## src/rtl/bbia_pkg.sv

```systemverilog
// Shared constants, types and helpers for the bitmap block/inode allocator.
`default_nettype none

package bbia_pkg;

    localparam int BITMAP_BYTES = 4096;
    localparam int NBITS        = BITMAP_BYTES * 8;
    localparam int NWORDS       = (BITMAP_BYTES + 3) / 4;

    localparam int WORD_W   = 32;
    localparam int BIT_W    = 5;
    localparam int ADDR_W   = (NWORDS > 1) ? $clog2(NWORDS) : 1;
    localparam int IDX_W    = ADDR_W + BIT_W;
    localparam int START_W  = 20;
    localparam int BLOCKS_W = 8;
    localparam int CMD_W    = 2;
    localparam int BLOCK_W  = 20;
    localparam int INODE_W  = 16;
    localparam int STATUS_W = 3;
    localparam int GRANT_W  = 20;
    localparam int LIMIT_W  = BLOCKS_W + $clog2(NBITS + 1);

    localparam int CFG_IDX_W  = 1;
    localparam int CFG_DATA_W = START_W;

    localparam logic [CFG_IDX_W-1:0] CFG_DATA_START  = 1'b0;
    localparam logic [CFG_IDX_W-1:0] CFG_DATA_BLOCKS = 1'b1;

    typedef logic [STATUS_W-1:0] status_t;

    localparam status_t ST_OK    = 3'd0;
    localparam status_t ST_FULL  = 3'd1;
    localparam status_t ST_BELOW = 3'd2;
    localparam status_t ST_RANGE = 3'd3;
    localparam status_t ST_FREE  = 3'd4;

    typedef enum logic [CMD_W-1:0] {
        CMD_ALLOC_DATA  = 2'd0,
        CMD_FREE_DATA   = 2'd1,
        CMD_ALLOC_INODE = 2'd2,
        CMD_FREE_INODE  = 2'd3
    } cmd_t;

    typedef struct packed {
        logic [START_W-1:0]  blk_base;
        logic [BLOCKS_W-1:0] blk_maps;
    } cfg_t;

    typedef struct packed {
        logic [ADDR_W-1:0] raddr;
        logic [ADDR_W-1:0] waddr;
        logic [WORD_W-1:0] wdata;
        logic              we_data;
        logic              we_inode;
    } ram_req_t;

    // Position of the lowest clear bit; zero when the word is all ones.
    function automatic logic [BIT_W-1:0] lowest_zero(input logic [WORD_W-1:0] w);
        logic [BIT_W-1:0] idx;
        idx = '0;
        for (int b = WORD_W - 1; b >= 0; b--) begin
            if (!w[b]) idx = BIT_W'(b);
        end
        return idx;
    endfunction

endpackage

`default_nettype wire

```

## src/rtl/bbia_ctrl.sv

```systemverilog
// Command sequencer: clear pass, bitmap scan, free check and result register.
`default_nettype none

module bbia_ctrl (
    input  wire logic                              aclk,
    input  wire logic                              aresetn,
    input  wire bbia_pkg::cfg_t                    cfg,
    input  wire logic                              s_valid,
    output logic                                   s_ready,
    input  wire logic [bbia_pkg::CMD_W-1:0]        s_cmd,
    input  wire logic [bbia_pkg::BLOCK_W-1:0]      s_block_num,
    input  wire logic [bbia_pkg::INODE_W-1:0]      s_inode_num,
    output logic                                   m_valid,
    input  wire logic                              m_ready,
    output bbia_pkg::status_t                      m_status,
    output logic      [bbia_pkg::GRANT_W-1:0]      m_granted_number,
    output bbia_pkg::ram_req_t                     ram_req,
    input  wire logic [bbia_pkg::WORD_W-1:0]       rdata_data,
    input  wire logic [bbia_pkg::WORD_W-1:0]       rdata_inode
);

    typedef enum logic [2:0] {
        S_CLEAR,
        S_IDLE,
        S_FREE_RD,
        S_FREE_CHK,
        S_SCAN,
        S_DONE
    } state_t;

    localparam logic [bbia_pkg::ADDR_W-1:0] LAST_ADDR = bbia_pkg::ADDR_W'(bbia_pkg::NWORDS - 1);

    state_t                              state_reg;
    logic [bbia_pkg::ADDR_W-1:0]         clr_addr_reg;
    logic                                inode_reg;
    logic [bbia_pkg::IDX_W-1:0]          bit_idx_reg;
    logic [bbia_pkg::ADDR_W-1:0]         scan_addr_reg;
    logic                                scan_done_reg;
    logic [bbia_pkg::ADDR_W-1:0]         chk_addr_reg;
    logic                                chk_vld_reg;
    bbia_pkg::status_t                   res_status_reg;
    logic [bbia_pkg::GRANT_W-1:0]        res_grant_reg;
    logic                                m_valid_reg;
    bbia_pkg::status_t                   m_status_reg;
    logic [bbia_pkg::GRANT_W-1:0]        m_grant_reg;

    logic [bbia_pkg::WORD_W-1:0]         rdata_sel;
    logic                                found;
    logic [bbia_pkg::BIT_W-1:0]          lz;
    logic [bbia_pkg::IDX_W-1:0]          scan_idx;
    logic                                scan_over;
    logic [bbia_pkg::WORD_W-1:0]         free_mask;
    logic                                free_bit_set;
    logic                                data_below;
    logic [bbia_pkg::BLOCK_W-1:0]        data_off;
    logic [bbia_pkg::LIMIT_W-1:0]        data_limit;
    logic                                data_range;
    logic                                inode_range;
    logic [bbia_pkg::START_W-1:0]        data_grant;

    assign s_ready          = (state_reg == S_IDLE);
    assign m_valid          = m_valid_reg;
    assign m_status         = m_status_reg;
    assign m_granted_number = m_grant_reg;

    assign rdata_sel = inode_reg ? rdata_inode : rdata_data;

    // scan side: lowest clear bit of the word that just came back
    assign found     = ~&rdata_sel;
    assign lz        = bbia_pkg::lowest_zero(rdata_sel);
    assign scan_idx  = {chk_addr_reg, lz};
    assign scan_over = ({1'b0, scan_idx} >= (bbia_pkg::IDX_W + 1)'(bbia_pkg::NBITS));

    // free side
    assign free_mask    = bbia_pkg::WORD_W'(1) << bit_idx_reg[bbia_pkg::BIT_W-1:0];
    assign free_bit_set = |(rdata_sel & free_mask);

    // range checks on the incoming word
    assign data_below  = (s_block_num < cfg.blk_base);
    assign data_off    = s_block_num - cfg.blk_base;
    assign data_limit  = bbia_pkg::LIMIT_W'(cfg.blk_maps) * bbia_pkg::LIMIT_W'(bbia_pkg::NBITS);
    assign data_range  = (bbia_pkg::LIMIT_W'(data_off) >= data_limit) ||
                         (bbia_pkg::LIMIT_W'(data_off) >= bbia_pkg::LIMIT_W'(bbia_pkg::NBITS));
    assign inode_range = (bbia_pkg::LIMIT_W'(s_inode_num) >= bbia_pkg::LIMIT_W'(bbia_pkg::NBITS));

    assign data_grant = cfg.blk_base + bbia_pkg::START_W'(scan_idx);

    always_comb begin
        ram_req          = '0;
        ram_req.raddr    = (state_reg == S_SCAN) ? scan_addr_reg
                                                 : bit_idx_reg[bbia_pkg::IDX_W-1:bbia_pkg::BIT_W];
        unique case (state_reg)
            S_CLEAR: begin
                ram_req.waddr    = clr_addr_reg;
                ram_req.wdata    = '0;
                ram_req.we_data  = 1'b1;
                ram_req.we_inode = 1'b1;
            end
            S_FREE_CHK: begin
                ram_req.waddr    = bit_idx_reg[bbia_pkg::IDX_W-1:bbia_pkg::BIT_W];
                ram_req.wdata    = rdata_sel & ~free_mask;
                ram_req.we_data  = free_bit_set && !inode_reg;
                ram_req.we_inode = free_bit_set && inode_reg;
            end
            S_SCAN: begin
                ram_req.waddr    = chk_addr_reg;
                ram_req.wdata    = rdata_sel | (bbia_pkg::WORD_W'(1) << lz);
                ram_req.we_data  = chk_vld_reg && found && !scan_over && !inode_reg;
                ram_req.we_inode = chk_vld_reg && found && !scan_over && inode_reg;
            end
            default: begin
            end
        endcase
    end

    always_ff @(posedge aclk) begin
        if (!aresetn) begin
            state_reg    <= S_CLEAR;
            clr_addr_reg <= '0;
            chk_vld_reg  <= 1'b0;
            m_valid_reg  <= 1'b0;
        end else begin
            if (m_ready) begin
                m_valid_reg <= 1'b0;
            end
            unique case (state_reg)
                S_CLEAR: begin
                    clr_addr_reg <= clr_addr_reg + 1'b1;
                    if (clr_addr_reg == LAST_ADDR) begin
                        state_reg <= S_IDLE;
                    end
                end
                S_IDLE: begin
                    if (s_valid) begin
                        inode_reg     <= s_cmd[1];
                        res_grant_reg <= '0;
                        scan_addr_reg <= '0;
                        scan_done_reg <= 1'b0;
                        chk_vld_reg   <= 1'b0;
                        unique case (bbia_pkg::cmd_t'(s_cmd))
                            bbia_pkg::CMD_ALLOC_DATA,
                            bbia_pkg::CMD_ALLOC_INODE: begin
                                state_reg <= S_SCAN;
                            end
                            bbia_pkg::CMD_FREE_DATA: begin
                                bit_idx_reg <= bbia_pkg::IDX_W'(data_off);
                                if (data_below) begin
                                    res_status_reg <= bbia_pkg::ST_BELOW;
                                    state_reg      <= S_DONE;
                                end else if (data_range) begin
                                    res_status_reg <= bbia_pkg::ST_RANGE;
                                    state_reg      <= S_DONE;
                                end else begin
                                    state_reg <= S_FREE_RD;
                                end
                            end
                            bbia_pkg::CMD_FREE_INODE: begin
                                bit_idx_reg <= bbia_pkg::IDX_W'(s_inode_num);
                                if (inode_range) begin
                                    res_status_reg <= bbia_pkg::ST_RANGE;
                                    state_reg      <= S_DONE;
                                end else begin
                                    state_reg <= S_FREE_RD;
                                end
                            end
                        endcase
                    end
                end
                S_FREE_RD: begin
                    state_reg <= S_FREE_CHK;
                end
                S_FREE_CHK: begin
                    res_status_reg <= free_bit_set ? bbia_pkg::ST_OK : bbia_pkg::ST_FREE;
                    state_reg      <= S_DONE;
                end
                S_SCAN: begin
                    // one read issued per cycle, checked in the cycle after
                    if (!scan_done_reg) begin
                        chk_addr_reg  <= scan_addr_reg;
                        chk_vld_reg   <= 1'b1;
                        scan_addr_reg <= scan_addr_reg + 1'b1;
                        if (scan_addr_reg == LAST_ADDR) begin
                            scan_done_reg <= 1'b1;
                        end
                    end else begin
                        chk_vld_reg <= 1'b0;
                    end
                    if (chk_vld_reg) begin
                        if (found) begin
                            state_reg   <= S_DONE;
                            chk_vld_reg <= 1'b0;
                            if (scan_over) begin
                                res_status_reg <= bbia_pkg::ST_FULL;
                            end else begin
                                res_status_reg <= bbia_pkg::ST_OK;
                                res_grant_reg  <= inode_reg
                                    ? bbia_pkg::GRANT_W'(bbia_pkg::INODE_W'(scan_idx))
                                    : bbia_pkg::GRANT_W'(data_grant);
                            end
                        end else if (chk_addr_reg == LAST_ADDR) begin
                            state_reg      <= S_DONE;
                            chk_vld_reg    <= 1'b0;
                            res_status_reg <= bbia_pkg::ST_FULL;
                        end
                    end
                end
                S_DONE: begin
                    if (!m_valid_reg || m_ready) begin
                        m_valid_reg  <= 1'b1;
                        m_status_reg <= res_status_reg;
                        m_grant_reg  <= res_grant_reg;
                        state_reg    <= S_IDLE;
                    end
                end
                default: begin
                    state_reg <= S_IDLE;
                end
            endcase
        end
    end

endmodule

`default_nettype wire

```

## config.mk

```make
export PLATFORM = sky130hd
export DESIGN_NAME = bbia_ctrl
export DESIGN_NICKNAME = d
export VERILOG_FILES = /design/src/rtl/bbia_pkg.sv /design/src/rtl/bbia_ctrl.sv
export SDC_FILE = /design/constraint.sdc
export NUM_CORES = 1
export LEC_CHECK = 0
export BUFFER_PORTS_ARGS = -buffer_cell sky130_fd_sc_hd__buf_2
export CAP_MARGIN = 20
export CORE_ASPECT_RATIO = 1.25
export CORE_MARGIN = 2
export CORE_UTILIZATION = 35
export CTS_CLUSTER_DIAMETER = 100
export CTS_CLUSTER_SIZE = 10
export DETAILED_ROUTE_END_ITERATION = 8
export HOLD_SLACK_MARGIN = 0.03
export PLACE_DENSITY = 0.62
export SLEW_MARGIN = 10
export SYNTH_ARGS = -nofsm -noshare
export SYNTH_HDL_FRONTEND = slang
export SYNTH_SLANG_ARGS = --single-unit
```

## constraint.sdc

```tcl
create_clock -name aclk -period 13.2 [get_ports aclk]
set_input_delay 0 -clock aclk [delete_from_list [all_inputs] [get_ports aclk]]
set_output_delay 0 -clock aclk [all_outputs]
set_load 0.01 [all_outputs]
```

==> results by group, run 1 <==
Timing
  – Shortest clock period the worst path allows after layout: just under 6 ns
  – Portion of the clock cycle consumed by the worst path in the final layout: 0.447
  – Final number of setup-violating endpoints: 0
  – RSZ-0062 raised after global routing: false
  – Rel. slew slack: 0.290
  – Final Hold Slack: between 0.03 and 0.04 ns
  – Maximum operating frequency: 170 MHz
  – Worst Skew: ~0.011 ns
  – Max Transition Viols Final: 0
  – Sum Neg Setup Slack: 0 ns
  – Final number of hold-violating endpoints: 0
  – Slew of the pin with the lowest slew margin: around 1.1 ns

Placement
  – Final weighted congestion in routability-driven placement: 0.976
  – Number of buffers inserted by port buffering: 212
  – Detailed placement HPWL: 24.7 mm
  – Placed Cells incl. Taps: 1466

Pwr
  – Highest ir drop seen on vdd: around 0.050 mV
  – Leakage power: 4.29 nW
  – Pwr per Cell Area: 74.7 nW/µm²
  – Power, Total: 761 µW

Logic synthesis
  – Share of the synthesized area in the top cell type: 0.298
  – Count leader, synth: nand2_1
  – Synth Instances: 1002
  – Number of synthesized flops with an enable pin: 83
  – Warnings, synthesis: 0
  – Count of unique library cells instantiated by Yosys: 74
  – Net count of the mapped netlist: 1180
  – Library cell occupying the most area in the post-synthesis netlist: edfxtp_1
  – Dominant synthesized flop cell: edfxtp_1
  – Cell types with the largest area share after synthesis: edfxtp_1, ha_1, nand2_1
  – Leading post-synthesis cells by instance count: nand2_1, nor2_1, edfxtp_1, a21oi_1, o21ai_1
  – Synthesized area divided by synthesized cell count: 8.35 µm²
  – Async S/R FF share, synth: 0
  – Number of synthesized register bits: 98
  – Post-synthesis instance area: 8360 µm²
  – Share of the yosys chip area belonging to registers: 0.334

Critical path
  – Sequence of cells on the critical path: buf_4 -> buf_4 -> mux2i_1 -> o21bai_1 -> a21oi_1 -> o21ai_1 -> a2111oi_0 -> a21oi_1 -> a21o_1 -> inv_2 -> ha_1 -> inv_1 -> fa_1 -> nor2b_1 -> o31a_1 -> o21ai_1 -> a211oi_1 -> nor3_1 -> o21bai_1 -> a21o_1 -> and3_1 -> nor3_1
  – Critical path fanouts, max: 73
  – Data arrival time at the worst-slack endpoint: 6.00 ns
  – CP Capture Type: flip-flop
  – Startpoint of the worst setup timing path: inode_reg$_DFFE_PP_
  – Worst reg2reg setup slack: 7.30 ns
  – Largest delay contributor family on the critical path: compound AO/OA/AOI/OAI gates
  – Buf/Inv on CP: 4
  – Worst stage delay on the critical path: 0.68 ns
  – Beginning of the worst register-to-register path: inode_reg$_DFFE_PP_
  – Worst setup SP type: flip-flop
  – Required time at the worst-slack endpoint: 13.30 ns
  – Slowest library cell on the worst path: buf_4
  – Class of the most critical setup path: reg -> reg

Global routing
  – Number of global-route vias before repair: approximately 8200
  – Initial antenna violation count: 0
  – All-Layer GR Usage: 0.238
  – Largest net degree at the start of global routing: 74
  – Overflow after GRT: 0
  – First-pass GRT wire length: between 40 and 50 mm

Clocking
  – Post-CTS Hold Buffers: 19
  – Clock slew at the register clock pins of the worst setup and hold paths: 0.08 ns
  – Clock buffer count from CTS: 9
  – CTS tree: built
  – Number of sinks handled by clock tree synthesis: 98
  – Clock latency at the later pin of the worst-skew pair: 0.36 ns
  – Buffer levels on the longest clock path: 2
  – Root buffer cell: clkbuf_16
  – Resized Gates After CTS: 0
  – H-tree levels: 3
  – Number of post-CTS setup repair buffers: 0

Finish
  – Post-layout utilization of the core: 0.432
  – Number of fill cells in the layout: 2366
  – Share of final-layout standard cells stronger than drive strength 1: 0.214
  – Non-filler instance count after layout: 1503
  – Synth-to-layout area growth: 21.7%
  – Final net count: 1384
  – Antenna cells: 0

Detailed routing
  – Total wirelength of the detailed-routed design: 30.5 mm
  – Routed met1 length: between 10 and 15 mm
  – Drt first-iter violations: 730
  – Met2 wire length: 14.5 mm
  – Number of iterations in the first detailed-routing pass: 5
  – Highest Signal Layer: met4
  – DR WL met3: 1.84 mm
  – Via density per instance: 5.73
  – Via count: ~8600
  – DRC: 0
  – Routed wirelength normalized by instance count: 20.3 µm
  – Antenna Nets Post-Route: 0

Worst hold path
  – Worst Min Path Start: s_inode_num[9]
  – Worst min path class: in -> reg

Floorplanning
  – Vertical die dimension: 177 µm
  – Number of placement rows: 63
  – Core outline area: 23600 µm²
  – Initial core utilization: 0.355
  – I/O pins: 213
  – X dimension of the die: roughly 140 µm
  – Die Outline Area: 25200 µm²

Run
  – Max Cap Violations: 0

Run status
  – Status: finished clean
-- per-stage QoR --
stage / instance area, µm² / worst slack, ns
4_1_cts: 10200 / 7.41
3_5_place_dp: 9670 / 7.39
5_1_grt: 10200 / 6.86
2_1_floorplan: 8360 / 8.82
3_3_place_gp: 9670 / 7.53
6_report: 10200 / 7.30
-- logic make-up (layout without fill, tap and decap cells) --
family	count (synthesis)	after routing	share of synthesized area
AO/OA/AOI/OAI	280	280	0.231
XOR/XNOR	39	39	0.0408
adder cells (fa/ha/maj)	44	44	0.0676
buffers and inverters	91	300	0.0417
flip-flops	98	98	0.334
multiplexers	32	32	0.0428
AND/OR/NAND/NOR	418	418	0.242
-- layer usage --
| metal | up-vias | track usage |
|---|---|---|
| met5 | - | 0 |
| met4 | 0 | 0.0838 |
| met3 | 55 | 0.0279 |
| met2 | 367 | 0.397 |
| met1 | 4050 | 0.320 |
| li1 | 4139 | - |
-- layout make-up --
class / instances / area (µm²) / share of cell area
Tap cell: 292 / 365 / 0.0359
Sequential cell: 98 / 2790 / 0.274
Inverter: 42 / 158 / 0.0155
Clock buffer: 9 / 225 / 0.0221
Timing Repair Buffer: 242 / 1330 / 0.131
Multi-Input combinational cell: 813 / 5230 / 0.513
Clock inverter: 7 / 76.3 / 0.00750
-- power by group --
part / switching (mW) / internal (mW) / total [mW]
Clock: 0.128 / 0.135 / 0.263
Combinational: 0.0924 / 0.0700 / 0.162
Sequential: 0.00106 / 0.334 / 0.335
Total: 0.222 / 0.539 / 0.761
-- final timing paths --
kind | cells after the start | endpoint
setup / recovery | 22 | res_grant_reg[16]$_SDFFCE_PP0P_
hold / removal | 3 | bit_idx_reg[9]$_DFFE_PP_
setup reg to reg | 22 | res_grant_reg[16]$_SDFFCE_PP0P_
hold reg to reg | 0 | m_granted_number[3]$_DFFE_PP_
-- tightest hold or removal path: stages --
cell and delay (ns):
buf_2 0.09, nor2_1 0.04, a21oi_1 0.13
-- placed cells by master, fill, tap and decap left out, types with 9 or more instances in the layout --
master	Yosys	layout
a32o_1	18	18
a22oi_1	17	17
a211oi_1	13	13
a21o_1	23	23
dlygate4sd3_1	0	19
mux2i_1	20	20
o32ai_1	12	12
edfxtp_1	83	83
dfxtp_1	15	15
xor2_1	19	19
o31ai_1	9	9
inv_1	37	37
nor3_1	33	33
o21ai_1	44	44
nand2b_1	14	14
ha_1	42	42
nand4_1	13	13
or3_1	11	11
xnor2_1	20	20
o21ai_0	20	20
nand3b_1	10	10
a21oi_1	45	45
o21a_1	14	14
and3_1	14	14
nand3_1	32	32
nor2_1	100	99
nand2_1	127	127
clkbuf_16	0	9
buf_4	0	10
a31oi_1	10	10
and2_1	16	16
nor2b_1	25	25
buf_2	6	212
Power figures use the tool's default switching activity.
==> run 2, diff against run 1 <==
clock period = 5.9 ns   (was 13.2 ns; I/O delays follow)
==> results by group, run 2 (synthesis results as in run 1) <==
Pwr
  – Portion of total power attributed to sequential cells: 0.440 (about the same)
  – Cell Int Power: 1.20 mW (+120%)
  – Combinational share of power: 0.215 (about the same)
  – Power, Total: 1.70 mW (+120%)
  – Highest ir drop seen on vdd: 0.105 mV (+110%)
  – Share of total power consumed by net switching: 0.295 (+0.00303)
  – Leakage power: 4.31 nW (+0.41%)
  – Pwr per Cell Area: 167 nW/µm² (+120%)
  – Clock network power share: 0.345 (about the same)
  – Switching Power: 502 µW (+130%)

Finish
  – Synth-to-layout area growth: 22.0%
  – Most common library cell in the layout ignoring fill and taps: buf_2
  – Area taken by flip-flops and latches: 2790 µm² (unchanged)
  – Total area of multi-input combinational cells: 5230 µm² (unchanged)
  – Final net count: 1388 (+0.29%)
  – Number of fill cells in the layout: 2399 (+1.4%)
  – Antenna cells: 0 (unchanged)
  – Commonest cells after routing, fill and taps aside: buf_2, nand2_1, nor2_1
  – Final cell area excluding filler cells: 10200 µm² (+0.29%)
  – Share of final-layout standard cells stronger than drive strength 1: 0.216 (+0.00259)

Clocking
  – Buffer levels on the longest clock path: 2 (unchanged)
  – Root buffer cell: clkbuf_16
  – H-tree levels: 3 (unchanged)
  – Clock latency at the later pin of the worst-skew pair: 0.36 ns (about the same)
  – Clock buffer count from CTS: 9 (unchanged)
  – CTS tree: built
  – Clock slew at the register clock pins of the worst setup and hold paths: 0.08 ns (about the same)
  – Number of sinks handled by clock tree synthesis: 98 (unchanged)

Critical path
  – Number of cells on the worst reg-to-reg path: 20 (-9.1%)
  – Worst setup SP type: flip-flop
  – Slowest library cell on the worst path: edfxtp_1
  – Required time at the worst-slack endpoint: 6.01 ns (-7.29 ns)
  – Sequence of cells on the critical path: buf_4 -> mux2i_1 -> a311oi_1 -> o311ai_1 -> nand2_1 -> nand2_1 -> nand3_1 -> a21oi_1 -> a21o_1 -> inv_2 -> ha_1 -> a211oi_1 -> o21a_1 -> o21a_1 -> o31a_1 -> o21ai_1 -> o41ai_1 -> nor3_1 -> xnor2_1 -> nor2_1
  – Critical path fanouts, max: 17 (-77%)
  – Data arrival time at the worst-slack endpoint: 5.43 ns (-0.57 ns)
  – CP Capture Type: flip-flop
  – Worst stage delay on the critical path: 0.64 ns (-0.04 ns)
  – Class of the most critical setup path: reg -> reg
  – Depth of the critical timing path with buffers and inverters included: 20 (-9.1%)
  – Buf/Inv on CP: 2 (-2)
  – Largest delay contributor family on the critical path: compound AO/OA/AOI/OAI gates

Detailed routing
  – Routed wirelength normalized by instance count: 20.8 µm (+2.4%)
  – Via density per instance: 5.81 (+1.4%)
  – Total wirelength of the detailed-routed design: 31.3 mm (+2.7%)
  – Via count: 8757 (+1.7%)
  – Antenna Nets Post-Route: 0 (unchanged)
  – Number of iterations in the first detailed-routing pass: 5 (unchanged)
  – Drt first-iter violations: 882 (+21%)
  – DRC: 0 (unchanged)

Floorplanning
  – Vertical die dimension: 177 µm (unchanged)
  – Die Outline Area: 25200 µm² (unchanged)
  – Core outline area: 23600 µm² (unchanged)
  – Initial core utilization: 0.355 (unchanged)
  – Number of placement rows: 63 (unchanged)
  – I/O pins: 213 (unchanged)
  – X dimension of the die: 142 µm (unchanged)

Global routing
  – Initial antenna violation count: 0 (unchanged)
  – Number of global-route vias before repair: 8169 (-0.61%)
  – Largest net degree at the start of global routing: 41 (-45%)
  – All-Layer GR Usage: 0.243 (+0.00509)
  – Overflow after GRT: 0 (unchanged)
  – First-pass GRT wire length: 46.7 mm (+1.8%)

Placement
  – Pre-CTS setup slack: 0.634 ns (-6.76 ns)
  – Final weighted congestion in routability-driven placement: 0.986 (+1.0%)
  – Dpl cell area: 9710 µm² (+0.39%)
  – Number of buffers inserted by port buffering: 212 (unchanged)
  – Detailed placement HPWL: 25.2 mm (+1.7%)

Run status
  – Status: finished clean

Timing
  – Final number of setup-violating endpoints: 0 (unchanged)
  – Slew of the pin with the lowest slew margin: 0.996 ns (-0.0691 ns)
  – RSZ-0062 raised after global routing: false
  – Rel. slew slack: 0.336 (+0.0468)
  – Sum Neg Setup Slack: 0 ns (unchanged)
  – Maximum operating frequency: 188 MHz (+11%)
  – Max Transition Viols Final: 0 (unchanged)
  – Setup slack after layout: 0.588 ns (-6.72 ns)
  – Shortest clock period the worst path allows after layout: 5.31 ns (-0.584 ns)
  – Worst Skew: 0.0124 ns (+0.00190 ns)
  – Final Hold Slack: 0.0250 ns (-0.00642 ns)
  – Portion of the clock cycle consumed by the worst path in the final layout: 0.900 (+0.454)
  – Final number of hold-violating endpoints: 0 (unchanged)

Worst hold path
  – Hold-critical path depth: 3 (unchanged)
  – Worst min path class: in -> reg

Run
  – Max Cap Violations: 0 (unchanged)
run 2: final cells by class:
class,instances,area share
clock buffer,9,0.0221
clock inverter,7,0.00674
inverter,42,0.0154
multi-input combinational,813,0.512
sequential,98,0.274
tap,292,0.0358
timing repair buffer,246,0.134
run 2: worst register-to-register path: stages, from the launching register on:
cell and delay, ns:
edfxtp_1 0.64, buf_4 0.32, mux2i_1 0.44, a311oi_1 0.10
o311ai_1 0.33, nand2_1 0.14, nand2_1 0.10, nand3_1 0.08
a21oi_1 0.33, a21o_1 0.40, inv_2 0.17, ha_1 0.25
a211oi_1 0.34, o21a_1 0.20, o21a_1 0.13, o31a_1 0.18
o21ai_1 0.12, o41ai_1 0.48, nor3_1 0.12, xnor2_1 0.16
nor2_1 0.06
run 2: worst paths after layout:
path                                   start                         endpoint  slack [ns]
max                      inode_reg$_DFFE_PP_  res_grant_reg[17]$_SDFFCE_PP0P_        0.59
min                           s_inode_num[9]         bit_idx_reg[9]$_DFFE_PP_        0.02
max reg2reg              inode_reg$_DFFE_PP_  res_grant_reg[17]$_SDFFCE_PP0P_        0.59
min reg2reg  res_grant_reg[11]$_SDFFCE_PN0P_   m_granted_number[11]$_DFFE_PP_        0.42
run 2: timing repair:
action / CTS / global route
endpoints found under the hold margin: 19 / 0
hold buffers: 19 / 0
resized for setup: 0 / 0
buffers inserted: 0 / 0
run 2: power groups by stage:
stage                     registers [mW]  logic [mW]  clock network (mW)
after floorplan                    0.765       0.219                   0
after global placement             0.766       0.349                   0
after detailed placement           0.766       0.349                   0
after CTS                          0.750       0.362               0.596
after global routing               0.750       0.401               0.625
final                              0.750       0.366               0.589
run 2: metrics by stage:
step / instances / util
floorplan: 1002 / -
global placement: 1470 / 0.412
detailed placement: 1471 / 0.412
CTS: 1506 / 0.432
global route: 1507 / 0.433
finish: 1507 / 0.433
run 2: routing by layer:
metal	wire (µm)	up-vias	track usage
li1	-	4155	-
met1	13400	4115	0.335
met2	14600	424	0.394
met3	2160	63	0.0216
met4	1120	0	0.0988
met5	0	-	0
==> run 3, diff against run 2 <==
GPL_TIMING_DRIVEN = 0   (was default)
==> results by group, run 3 (synthesis results as in run 1) <==
Run status
  – Status: finished clean

Detailed routing
  – Routed wirelength normalized by instance count: 20.2 µm (-3.1%)
  – Via count: 8798 (+0.47%)
  – Antenna Nets Post-Route: 0 (unchanged)
  – Drt first-iter violations: 862 (-2.3%)
  – Via density per instance: 5.71 (-1.8%)
  – Number of iterations in the first detailed-routing pass: 6 (+1)
  – DRC: 0 (unchanged)
  – Total wirelength of the detailed-routed design: 31.1 mm (-0.82%)

Global routing
  – All-Layer GR Usage: 0.242 (-0.00146)
  – Overflow after GRT: 0 (unchanged)
  – First-pass GRT wire length: 46.6 mm (-0.19%)
  – Initial antenna violation count: 0 (unchanged)
  – Number of global-route vias before repair: 8184 (+0.18%)
  – Largest net degree at the start of global routing: 20 (-51%)

Finish
  – Share of final-layout standard cells stronger than drive strength 1: 0.211 (-0.00589)
  – Number of fill cells in the layout: 2390 (-0.38%)
  – Synth-to-layout area growth: 23.6%
  – Most common library cell in the layout ignoring fill and taps: buf_2
  – Commonest cells after routing, fill and taps aside: buf_2, nand2_1, nor2_1
  – Non-filler instance count after layout: 1542 (+2.3%)
  – Final net count: 1422 (+2.4%)
  – Post-layout utilization of the core: 0.439 (+0.00563)

Placement
  – Placed Cells incl. Taps: 1509 (+2.6%)
  – Final weighted congestion in routability-driven placement: 1.01 (+2.3%)
  – Detailed placement HPWL: 25.4 mm (+1.1%)
  – Pre-CTS setup slack: 0.227 ns (-0.407 ns)
  – Number of buffers inserted by port buffering: 212 (unchanged)

Timing
  – Worst Skew: 0.0168 ns (+0.00441 ns)
  – Portion of the clock cycle consumed by the worst path in the final layout: 0.948 (+0.0479)
  – Rel. slew slack: 0.253 (-0.0838)
  – Shortest clock period the worst path allows after layout: 5.59 ns (+0.283 ns)
  – Setup slack after layout: 0.305 ns (-0.283 ns)
  – RSZ-0062 raised after global routing: false
  – Max Transition Viols Final: 0 (unchanged)
  – Maximum operating frequency: 179 MHz (-5.1%)
  – Final number of hold-violating endpoints: 0 (unchanged)
  – Sum Neg Setup Slack: 0 ns (unchanged)
  – Final number of setup-violating endpoints: 0 (unchanged)
  – Slew of the pin with the lowest slew margin: 1.11 ns (+0.110 ns)

Critical path
  – Beginning of the worst register-to-register path: inode_reg$_DFFE_PP_
  – CP most frequent cell: a21oi_1
  – Required time at the worst-slack endpoint: 6.01 ns (about the same)
  – Sequence of cells on the critical path: buf_2 -> buf_2 -> clkbuf_4 -> mux2i_2 -> a21oi_1 -> nand2_1 -> nand2_1 -> nand3_1 -> a21oi_1 -> a21o_1 -> inv_2 -> ha_1 -> inv_1 -> fa_1 -> nor2b_1 -> o31a_1 -> o21ai_1 -> a211oi_1 -> nor3_1 -> o21bai_1 -> a21o_1 -> a21oi_1 -> nor3_1
  – Data arrival time at the worst-slack endpoint: 5.70 ns (+0.27 ns)
  – Class of the most critical setup path: reg -> reg
  – CP Capture Type: flip-flop
  – Slowest library cell on the worst path: edfxtp_1
  – Critical path fanouts, max: 10 (-7)
  – Worst setup SP type: flip-flop
  – Worst stage delay on the critical path: 0.45 ns (-0.19 ns)
  – Startpoint of the worst setup timing path: inode_reg$_DFFE_PP_

Worst hold path
  – Worst Min Path Start: s_inode_num[11]
  – Worst min path class: in -> reg

Clocking
  – Number of sinks handled by clock tree synthesis: 98 (unchanged)
  – H-tree levels: 3 (unchanged)
  – Clock latency at the later pin of the worst-skew pair: 0.36 ns (about the same)
  – Root buffer cell: clkbuf_16
  – Buffer levels on the longest clock path: 2 (unchanged)
  – CTS tree: built
  – Number of post-CTS setup repair buffers: 0 (unchanged)
  – Clock slew at the register clock pins of the worst setup and hold paths: 0.08 ns (about the same)
  – Clock buffer count from CTS: 9 (unchanged)

Floorplanning
  – Initial core utilization: 0.355 (unchanged)
  – Number of placement rows: 63 (unchanged)
  – Vertical die dimension: 177 µm (unchanged)
  – I/O pins: 213 (unchanged)
  – Core outline area: 23600 µm² (unchanged)
  – X dimension of the die: 142 µm (unchanged)
  – Die Outline Area: 25200 µm² (unchanged)

Pwr
  – Highest ir drop seen on vdd: 0.131 mV (+24%)
  – Pwr per Cell Area: 167 nW/µm² (-0.10%)
  – Leakage power: 4.31 nW (about the same)

Run
  – Max Cap Violations: 0 (unchanged)
## run 3: cell types whose count changed in the layout (fill, tap and decap cells not counted), moves of 2 or more
cell / previous run / this run
clkbuf_1: 0 / 36
buf_4: 14 / 1
buf_1: 0 / 6
buf_2: 212 / 217
clkinv_4: 4 / 0
clkinvlp_4: 0 / 3
mux2i_1: 20 / 17
dlygate4sd3_1: 19 / 17
mux2i_2: 0 / 2
## run 3: layout make-up
cell class                 instances  area [µm²]  area share
timing repair buffer             232        1270       0.123
antenna                            1        2.50    0.000242
multi-input combinational        813        5260       0.508
inverter                          42         158      0.0152
sequential                        98        2790       0.270
tap                              292         365      0.0353
clock inverter                     6        75.1     0.00726
clock buffer                      10         229      0.0221
buffer                            48         191      0.0185
## run 3: routing by layer
metal | GRT usage | vias up | part of all wire
met5 | 0 | - | 0
met4 | 0.0667 | 0 | 0.024
met3 | 0.0360 | 54 | 0.078
met2 | 0.396 | 392 | 0.47
met1 | 0.333 | 4128 | 0.43
li1 | - | 4224 | -
## run 3: timing repair
| item | CTS | global route |
|---|---|---|
| hold buffers | 16 | 1 |
| gates resized for setup | 0 | 7 |
| setup endpoints to repair | 0 | 6 |
| hold endpoints to repair | 16 | 1 |
## run 3: critical path: cells and delay by family (launching register included)
family,cells,cell delay [ns]
flops,1,0.45
fa+ha+maj,2,0.60
buf+inv,5,1.23
compound gates,9,1.77
mux,1,0.36
simple gates,6,0.94
## run 3: power by group
part | internal, mW | total [mW] | leakage (nW) | switching (mW)
clock network | 0.335 | 0.610 | 0.139 | 0.275
registers | 0.748 | 0.750 | 0.874 | 0.00224
logic | 0.157 | 0.366 | 3.30 | 0.209
total | 1.24 | 1.73 | 4.31 | 0.486
## run 3: per-stage QoR
step | power (mW) | instance area [µm²] | hold slack (ns)
after detailed placement | 1.11 | 9840 | 0.297
after global routing | 1.80 | 10300 | 0.0461
after floorplan | 0.984 | 8360 | 0.0989
after CTS | 1.73 | 10300 | 0.0387
final | 1.73 | 10300 | 0.0287
after global placement | 1.11 | 9790 | 0.295
## run 3: path summary, 6_finish.rpt
| path | slack (ns) | cells after the start | end |
|---|---|---|---|
| hold / removal | 0.03 | 3 | bit_idx_reg[11]$_DFFE_PP_ |
| hold reg to reg | 0.42 | 0 | m_granted_number[15]$_DFFE_PP_ |
| setup reg to reg | 0.31 | 23 | res_grant_reg[16]$_SDFFCE_PP0P_ |
| setup / recovery | 0.31 | 23 | res_grant_reg[16]$_SDFFCE_PP0P_ |
